===== src/sv/tst_pkg.sv =====
package tst_pkg;

	localparam int MAX_ORDER_DEF = 48;
	localparam int FRAC_BITS_DEF = 28;

	localparam int ANGLE_W = 32;
	localparam int TAN_W   = 48;
	localparam int STAT_W  = 2;
	localparam int SUM_W   = 64;
	localparam int QDIV_STEPS = 96;

	localparam logic [31:0]       THR_RESET = 32'd268;
	localparam logic [SUM_W-1:0]  CAP       = 64'h3FFF_FFFF_FFFF_FFFF;
	localparam logic [TAN_W:0]    TAN_MAXP  = 49'h0_7FFF_FFFF_FFFF;
	localparam logic [TAN_W:0]    TAN_MAXN  = 49'h0_8000_0000_0000;

	localparam logic [STAT_W-1:0] STAT_OK       = 2'd0;
	localparam logic [STAT_W-1:0] STAT_COS_ZERO = 2'd1;
	localparam logic [STAT_W-1:0] STAT_SAT      = 2'd2;

	typedef enum logic [3:0] {
		ST_IDLE,
		ST_SQR,
		ST_CHK,
		ST_MUL,
		ST_CLAMP,
		ST_DIV,
		ST_ACC,
		ST_FIN,
		ST_QDIV
	} tst_state_t;

	typedef struct packed {
		logic                    done;
		logic                    sat;
		logic signed [TAN_W-1:0] tangent;
	} tst_qres_t;

endpackage


===== src/sv/tst_qdiv.sv =====
module tst_qdiv import tst_pkg::*; (
	input  logic             clk,
	input  logic             arst_n,
	input  logic             go,
	input  logic [SUM_W-1:0] num,
	input  logic [SUM_W-1:0] den,
	input  logic             neg,
	output tst_qres_t        res
);

	logic             active_q;
	logic [6:0]       cnt_q;
	logic [SUM_W-1:0] sh_q;
	logic [SUM_W-1:0] r_q;
	logic [TAN_W:0]   q_q;
	logic [SUM_W-1:0] den_q;
	logic             neg_q;
	logic             done_q;
	logic             sat_q;
	logic [TAN_W-1:0] tan_q;

	logic [SUM_W-1:0] r_nx;
	logic [TAN_W:0]   q_nx;
	logic             over;
	logic             last;
	logic [TAN_W:0]   limit;
	logic             sat_nx;
	logic [TAN_W:0]   mag;

	always_comb begin
		r_nx = {r_q[SUM_W-2:0], sh_q[SUM_W-1]};
		q_nx = {q_q[TAN_W-1:0], 1'b0};
		if (r_nx >= den_q) begin
			r_nx    = r_nx - den_q;
			q_nx[0] = 1'b1;
		end
		over   = q_nx > TAN_MAXN;
		last   = over || (cnt_q == 7'(QDIV_STEPS - 1));
		limit  = neg_q ? TAN_MAXN : TAN_MAXP;
		sat_nx = over || (q_nx > limit);
		mag    = sat_nx ? limit : q_nx;
	end

	always_ff @(posedge clk or negedge arst_n) begin
		if (!arst_n) begin
			active_q <= 1'b0;
			done_q   <= 1'b0;
		end else begin
			done_q <= 1'b0;
			if (go) begin
				active_q <= 1'b1;
			end else if (active_q && last) begin
				active_q <= 1'b0;
				done_q   <= 1'b1;
			end
		end
	end

	always_ff @(posedge clk) begin
		if (go) begin
			cnt_q <= '0;
			sh_q  <= num;
			r_q   <= '0;
			q_q   <= '0;
			den_q <= den;
			neg_q <= neg;
		end else if (active_q) begin
			cnt_q <= cnt_q + 7'd1;
			sh_q  <= {sh_q[SUM_W-2:0], 1'b0};
			r_q   <= r_nx;
			q_q   <= q_nx;
			if (last) begin
				sat_q <= sat_nx;
				tan_q <= neg_q ? (TAN_W'(0) - mag[TAN_W-1:0]) : mag[TAN_W-1:0];
			end
		end
	end

	assign res.done    = done_q;
	assign res.sat     = sat_q;
	assign res.tangent = tan_q;

endmodule


===== config.mk =====
export PLATFORM = sky130hd
export DESIGN_NAME = tst_qdiv
export DESIGN_NICKNAME = d
export VERILOG_FILES = /design/src/sv/tst_pkg.sv /design/src/sv/tst_qdiv.sv
export SDC_FILE = /design/constraint.sdc
export NUM_CORES = 1
export LEC_CHECK = 0
export ABC_AREA = 1
export ABC_CLOCK_PERIOD_IN_PS = 5500
export BUFFER_PORTS_ARGS = -buffer_cell sky130_fd_sc_hd__buf_4
export CAP_MARGIN = 20
export CORE_MARGIN = 2
export CORE_UTILIZATION = 62
export CTS_BUF_LIST = sky130_fd_sc_hd__clkbuf_4 sky130_fd_sc_hd__clkbuf_8
export DETAILED_ROUTE_END_ITERATION = 8
export PLACE_DENSITY = 0.95
export SLEW_MARGIN = 20
export SYNTH_ARGS = -nofsm -noshare
export SYNTH_HDL_FRONTEND = slang
export SYNTH_SLANG_ARGS = --single-unit

===== constraint.sdc =====
create_clock -name clk -period 5.5 [get_ports clk]
set_input_delay 1.1 -clock clk [delete_from_list [all_inputs] [get_ports clk]]
set_output_delay 1.1 -clock clk [all_outputs]
set_load 0.05 [all_outputs]

# After elaboration in Yosys (flattened, before gate mapping)
# Cells that the tools add are included.
# word_totals
register_bits,298
input_bits,132
out_inout_bits,50
word_cells,35
# classes
reduce_logical,6
addsub,3
eq_ne,1
muxes,11
bitwise,1
magnitude_cmp,3
# ops
operator,n
$mux 48,3
$mux 64,2
$ge 64x64->1,1
$mux 63,1
$sub 63x63->63,1
$gt 49x48->1,1
$gt 49x48->1 const B,1
$sub 1x48->48 const A,1
$add 7x1->7 const B,1
$eq 7x7->1 const B,1
$mux 1,5
$reduce_bool 2->1,2
$reduce_and 3->1,1
$logic_or 1x1->1,2
$logic_and 1x1->1,1
$not 1->1,1

# Logic depth before layout (Yosys ltp)
# depth
ltp_word,7
ltp_mapped,42
mapped_depth_nobuf,38

# Least setup slack after synthesis
# OpenSTA, ideal clock, no wires.
# synth_timing
kind,register -> register
startpoint,reg sh_q[63]
endpoint,reg tan_q[20] (data pin)
n_path_buf,4
path_stages_with_launch,39
setup_time_ps,255
setup_slack_ps,455
arrival_time_ps,4789
required_ps,5245
period_less_slack_ps,5045
cell_sequence,edfxtp_1 inv_1 ha_1 fa_1 inv_1 nand3_1 nand2_1 nand2_1 nand2_2 nand2_1 nand2_2 nand2_2 nand3_1 nand2_2 nand2_1 inv_1 clkbuf_1 ha_1 [... 3 more ...] nand2_2 nand2_4 nand2_4 buf_4 buf_4 buf_2 nand2_1 inv_1 ha_1 nand2_1 nor2_2 nand2_1 nand2_2 nand3_1 nor2_2 nand3_1 o21ai_0 inv_1
# synth_between
elab_chain_cells,7
elab_cells_between_ends,8
cone_classes,1 x add/sub; 3 x order compare; 3 x mux; 1 x reduce/logical
# synth_lines
item,line,text
start: declaration,tst_qdiv.sv:13,logic [SUM_W-1:0] sh_q;
start signal: assignment,tst_qdiv.sv:62,sh_q <= num;
start signal: assignment,tst_qdiv.sv:69,"sh_q <= {sh_q[SUM_W-2:0], 1'b0};"
$ge 64x64->1 (*),tst_qdiv.sv:33,if (r_nx >= den_q) begin
$mux 1 (*),tst_qdiv.sv:33,
"$gt 49x48->1, on equally long branches","tst_qdiv.sv:37, tst_qdiv.sv:40",
$logic_or 1x1->1 (*),tst_qdiv.sv:40,sat_nx = over || (q_nx > limit);
named net sat_nx,tst_qdiv.sv:27,logic sat_nx;
$mux 48 (*),tst_qdiv.sv:41,mag = sat_nx ? limit : q_nx;
$sub 1x48->48,tst_qdiv.sv:74,tan_q <= neg_q ? (TAN_W'(0) - mag[TAN_W-1:0]) : mag[TAN_W-1:0];
$mux 48 (*),tst_qdiv.sv:74,
end signal: assignment,tst_qdiv.sv:74,
end: declaration,tst_qdiv.sv:20,logic [TAN_W-1:0] tan_q;
# The timed path passes the listed nets; every way through them passes the cells marked *.
# A chain may end at the register's enable or synchronous reset.

# Worst setup path in the final report
# layout_timing
startpoint,reg sh_q[63]
endpoint,reg tan_q[45] (data pin)
# The elaborated chain is that of the path after synthesis.

==> flow_summary.ini <==
[floorplanning]
die_x_um = 177
fp-row-count = 63
core_um2 = 29500
ioPinCount = 182
dieArea_um2 = 31200
fp.dieH_um = 177
initial_core_util = 0.627

[worst_setup_path]
critPathKind = flip-flop to flip-flop
crit_arrival_ns = 5.50
ff2ff_path_depth = 32
startpoint_type = flip-flop
required_ns = 5.86
reg2reg_slack_ns = 0.35
startpoint = sh_q[63]$_DFFE_PP_
crit_slowest_cell = fa_1
crit_path_max_fanout = 46
crit_top_cell = nand2_1
slowest_delay_ns = 0.42
reg2reg_from = sh_q[63]$_DFFE_PP_
crit_path_end_kind = flip-flop
critPathCapture = tan_q[45]$_DFFE_PP_
rr_endpoint = tan_q[45]$_DFFE_PP_

[cells_and_area]
mostFrequentLayoutCell = nand2_1
fin_cells = 3011
synthToLayoutAreaGrowth_pct = 15.0
final_cell_mix = nand2_1 (675), inv_1 (303), nor2_1 (205)
stdcell_area_um2 = 21300
drive_gt1_frac = 0.133
fillers = 2332
n_antenna_cell = 0
fin_nets = 2828

[detailed_routing]
post_drt_wl_per_cell_um = 18.0
wl_um = 54100
firstDrtPassIters = 7
via_per_inst = 5.87
ant_nets = 0
drc_errors = 0
drt_iter0_markers = 1741
vias = 17679

[sta]
finalCritPeriodShare = 0.936
finalSetupViolCount = 0
rsz0062_at_grt = no
final_hold_viol_count = 0
slew_viol_final = 0
skew_ns = 0.0290
max_freq_mhz = 194
final.setup.worst_slack_ns = 0.352
setup_tns_ns = 0
slew_headroom = 0.379
layout_min_cycle_time_ns = 5.15
worst_slew_pin_slew_ns = 0.922

[job]
maxCapViolCount = 0

[yosys]
ys_warn_count = 0
synth-seq-cells = 298
ys.flop_type = edfxtp_1
yosysSeqAreaShare = 0.420
synth_nets = 2655
synthDistinctLibCells = 53
synth-edff-count = 178
async_reset_ff_frac = 0.00671
synthCells = 2408
syn-mean-instance-area_um2 = 7.68
netlist_area_um2 = 18500

[place]
port_buffers = 181
place.gp.congestion = 0.985
dpl_cell_area_um2 = 20100
dp_hpwl_um = 39500
dpl_worst_slack_ns = 0.400
place_inst = 2919

[pwr]
powerDensity_nw_per_um2 = 281
power.switching_w = 0.00177
leakage_nw = 10.7
comb_power_share = 0.193
swShare = 0.297
power.internal_w = 0.00419
clkPwrFrac = 0.373
seq_power_share = 0.433
peakVddDrop_mv = 0.254

[clock_tree]
clock_sinks = 298
post-cts-setup-buffers = 0
clockBufferDepth = 3
ctsHtreeMaxLevel = 2
cts_hold_buf = 0
cts_buffers = 50
cts_tree = yes
clkTransAtPathRegs_ns = 0.07
clock_latency_ns = 0.61
root_buffer = clkbuf_8

[worst_hold_path]
holdCritPathClass = input pin to async pin

[global_route]
grt_max_degree = 79
antenna_found_initial = 2
overflow = 0
grt_first_pass_wirelength_um = 86200
track_usage = 0.346
grt_pass1_vias = 17021

[status]
status = completed
[logic make-up after synthesis]
kind of cell / count (synthesis) / share of synthesized area
multiplexers: 2 / 0.00122
AO/OA/AOI/OAI: 400 / 0.129
AND/OR/NAND/NOR: 1158 / 0.267
adder cells (fa/ha/maj): 115 / 0.0782
buffers and inverters: 390 / 0.0828
flip-flops: 298 / 0.420
XOR/XNOR: 45 / 0.0213
[worst min-delay path by stage]
| stage | slack (ns) | to | cells after the start |
|---|---|---|---|
| 4_1_cts | 0.26 | done_q$_DFF_PN0_ | 1 |
| 3_3_place_gp | 0.45 | r_q[62]$_SDFFE_PP0P_ | 2 |
| 2_1_floorplan | 0.43 | r_q[62]$_SDFFE_PP0P_ | 2 |
| 5_1_grt | 0.26 | done_q$_DFF_PN0_ | 1 |
| 6_report | 0.28 | done_q$_DFF_PN0_ | 1 |
| 3_5_place_dp | 0.47 | r_q[62]$_SDFFE_PP0P_ | 2 |
[per-stage QoR]
stage	total power, W	hold WS, ns	util
3_3_place_gp	0.00370	0.450	0.683
5_1_grt	0.00623	0.263	0.721
2_1_floorplan	0.00340	0.435	-
3_5_place_dp	0.00374	0.466	0.683
6_report	0.00597	0.283	0.721
4_1_cts	0.00596	0.256	0.721
[synth_stat cells, types with 4 or more instances]
cell / count / area share
a21boi_0: 4 / 0.0016
a21o_1: 16 / 0.0065
a21oi_1: 119 / 0.032
a31oi_1: 21 / 0.0071
a32o_1: 16 / 0.0087
buf_2: 5 / 0.0014
buf_4: 6 / 0.0024
buf_6: 5 / 0.0030
clkbuf_1: 58 / 0.012
dfxtp_1: 118 / 0.13
edfxtp_1: 178 / 0.29
ha_1: 114 / 0.077
inv_1: 305 / 0.062
inv_2: 7 / 0.0014
nand2_1: 676 / 0.14
nand2_2: 12 / 0.0041
nand3_1: 145 / 0.039
nand3_2: 17 / 0.0092
nand4_1: 31 / 0.010
nor2_1: 207 / 0.042
nor2_2: 12 / 0.0041
nor3_1: 22 / 0.0060
nor3b_1: 4 / 0.0016
nor4_1: 13 / 0.0044
o211ai_1: 15 / 0.0061
o21a_1: 12 / 0.0049
o21ai_0: 100 / 0.027
o21ai_1: 8 / 0.0022
o21bai_1: 11 / 0.0045
o221ai_1: 9 / 0.0043
o22ai_1: 62 / 0.021
or2_2: 5 / 0.0017
xnor2_1: 22 / 0.010
xor2_1: 23 / 0.011
[area by class of cell]
cell class | count | area (µm²) | area share
clock inverters | 29 | 302 | 0.0142
inverters | 313 | 1180 | 0.0555
flip-flops and latches | 298 | 7760 | 0.365
clock buffers | 63 | 811 | 0.0381
repair buffers | 198 | 1510 | 0.0710
well taps | 390 | 488 | 0.0229
multi-input cells | 1720 | 9220 | 0.433
[timing repair]
| item | CTS | global route |
|---|---|---|
| resized for setup | 0 | 4 |
| endpoints found under the hold margin | 0 | 0 |
| setup endpoints to repair | 0 | 10 |
[sequential cells by signal (all words and copies together) (netlist names)]
signal,cells
q_q,48
cnt_q,7
den_q,64
neg_q,1
sh_q,64
done_q,1
sat_q,1
active_q,1
r_q,63
tan_q,48
[worst max-delay path, delay by kind of cell, from the launching register on]
family	cells	cell delay, ns
fa+ha+maj	3	0.91
simple gates	25	3.02
flops	1	0.35
buf+inv	4	0.60
[power by group through the flow]
| stage | Clock (W) | Combinational, W | Sequential [W] |
|---|---|---|---|
| after floorplan | 0 | 0.000783 | 0.00261 |
| final | 0.00223 | 0.00115 | 0.00259 |
| after global placement | 0 | 0.00108 | 0.00262 |
| after detailed placement | 0 | 0.00112 | 0.00263 |
| after global routing | 0.00235 | 0.00128 | 0.00260 |
| after CTS | 0.00225 | 0.00113 | 0.00258 |
[per-layer routing]
layer,part of all wire,vias to the layer above,track usage
met3,0.099,153,0.0644
met5,0,-,0
li1,-,8440,-
met2,0.45,943,0.554
met1,0.42,8143,0.474
met4,0.029,0,0.114
No activity file was read; power rests on OpenSTA's default activity.
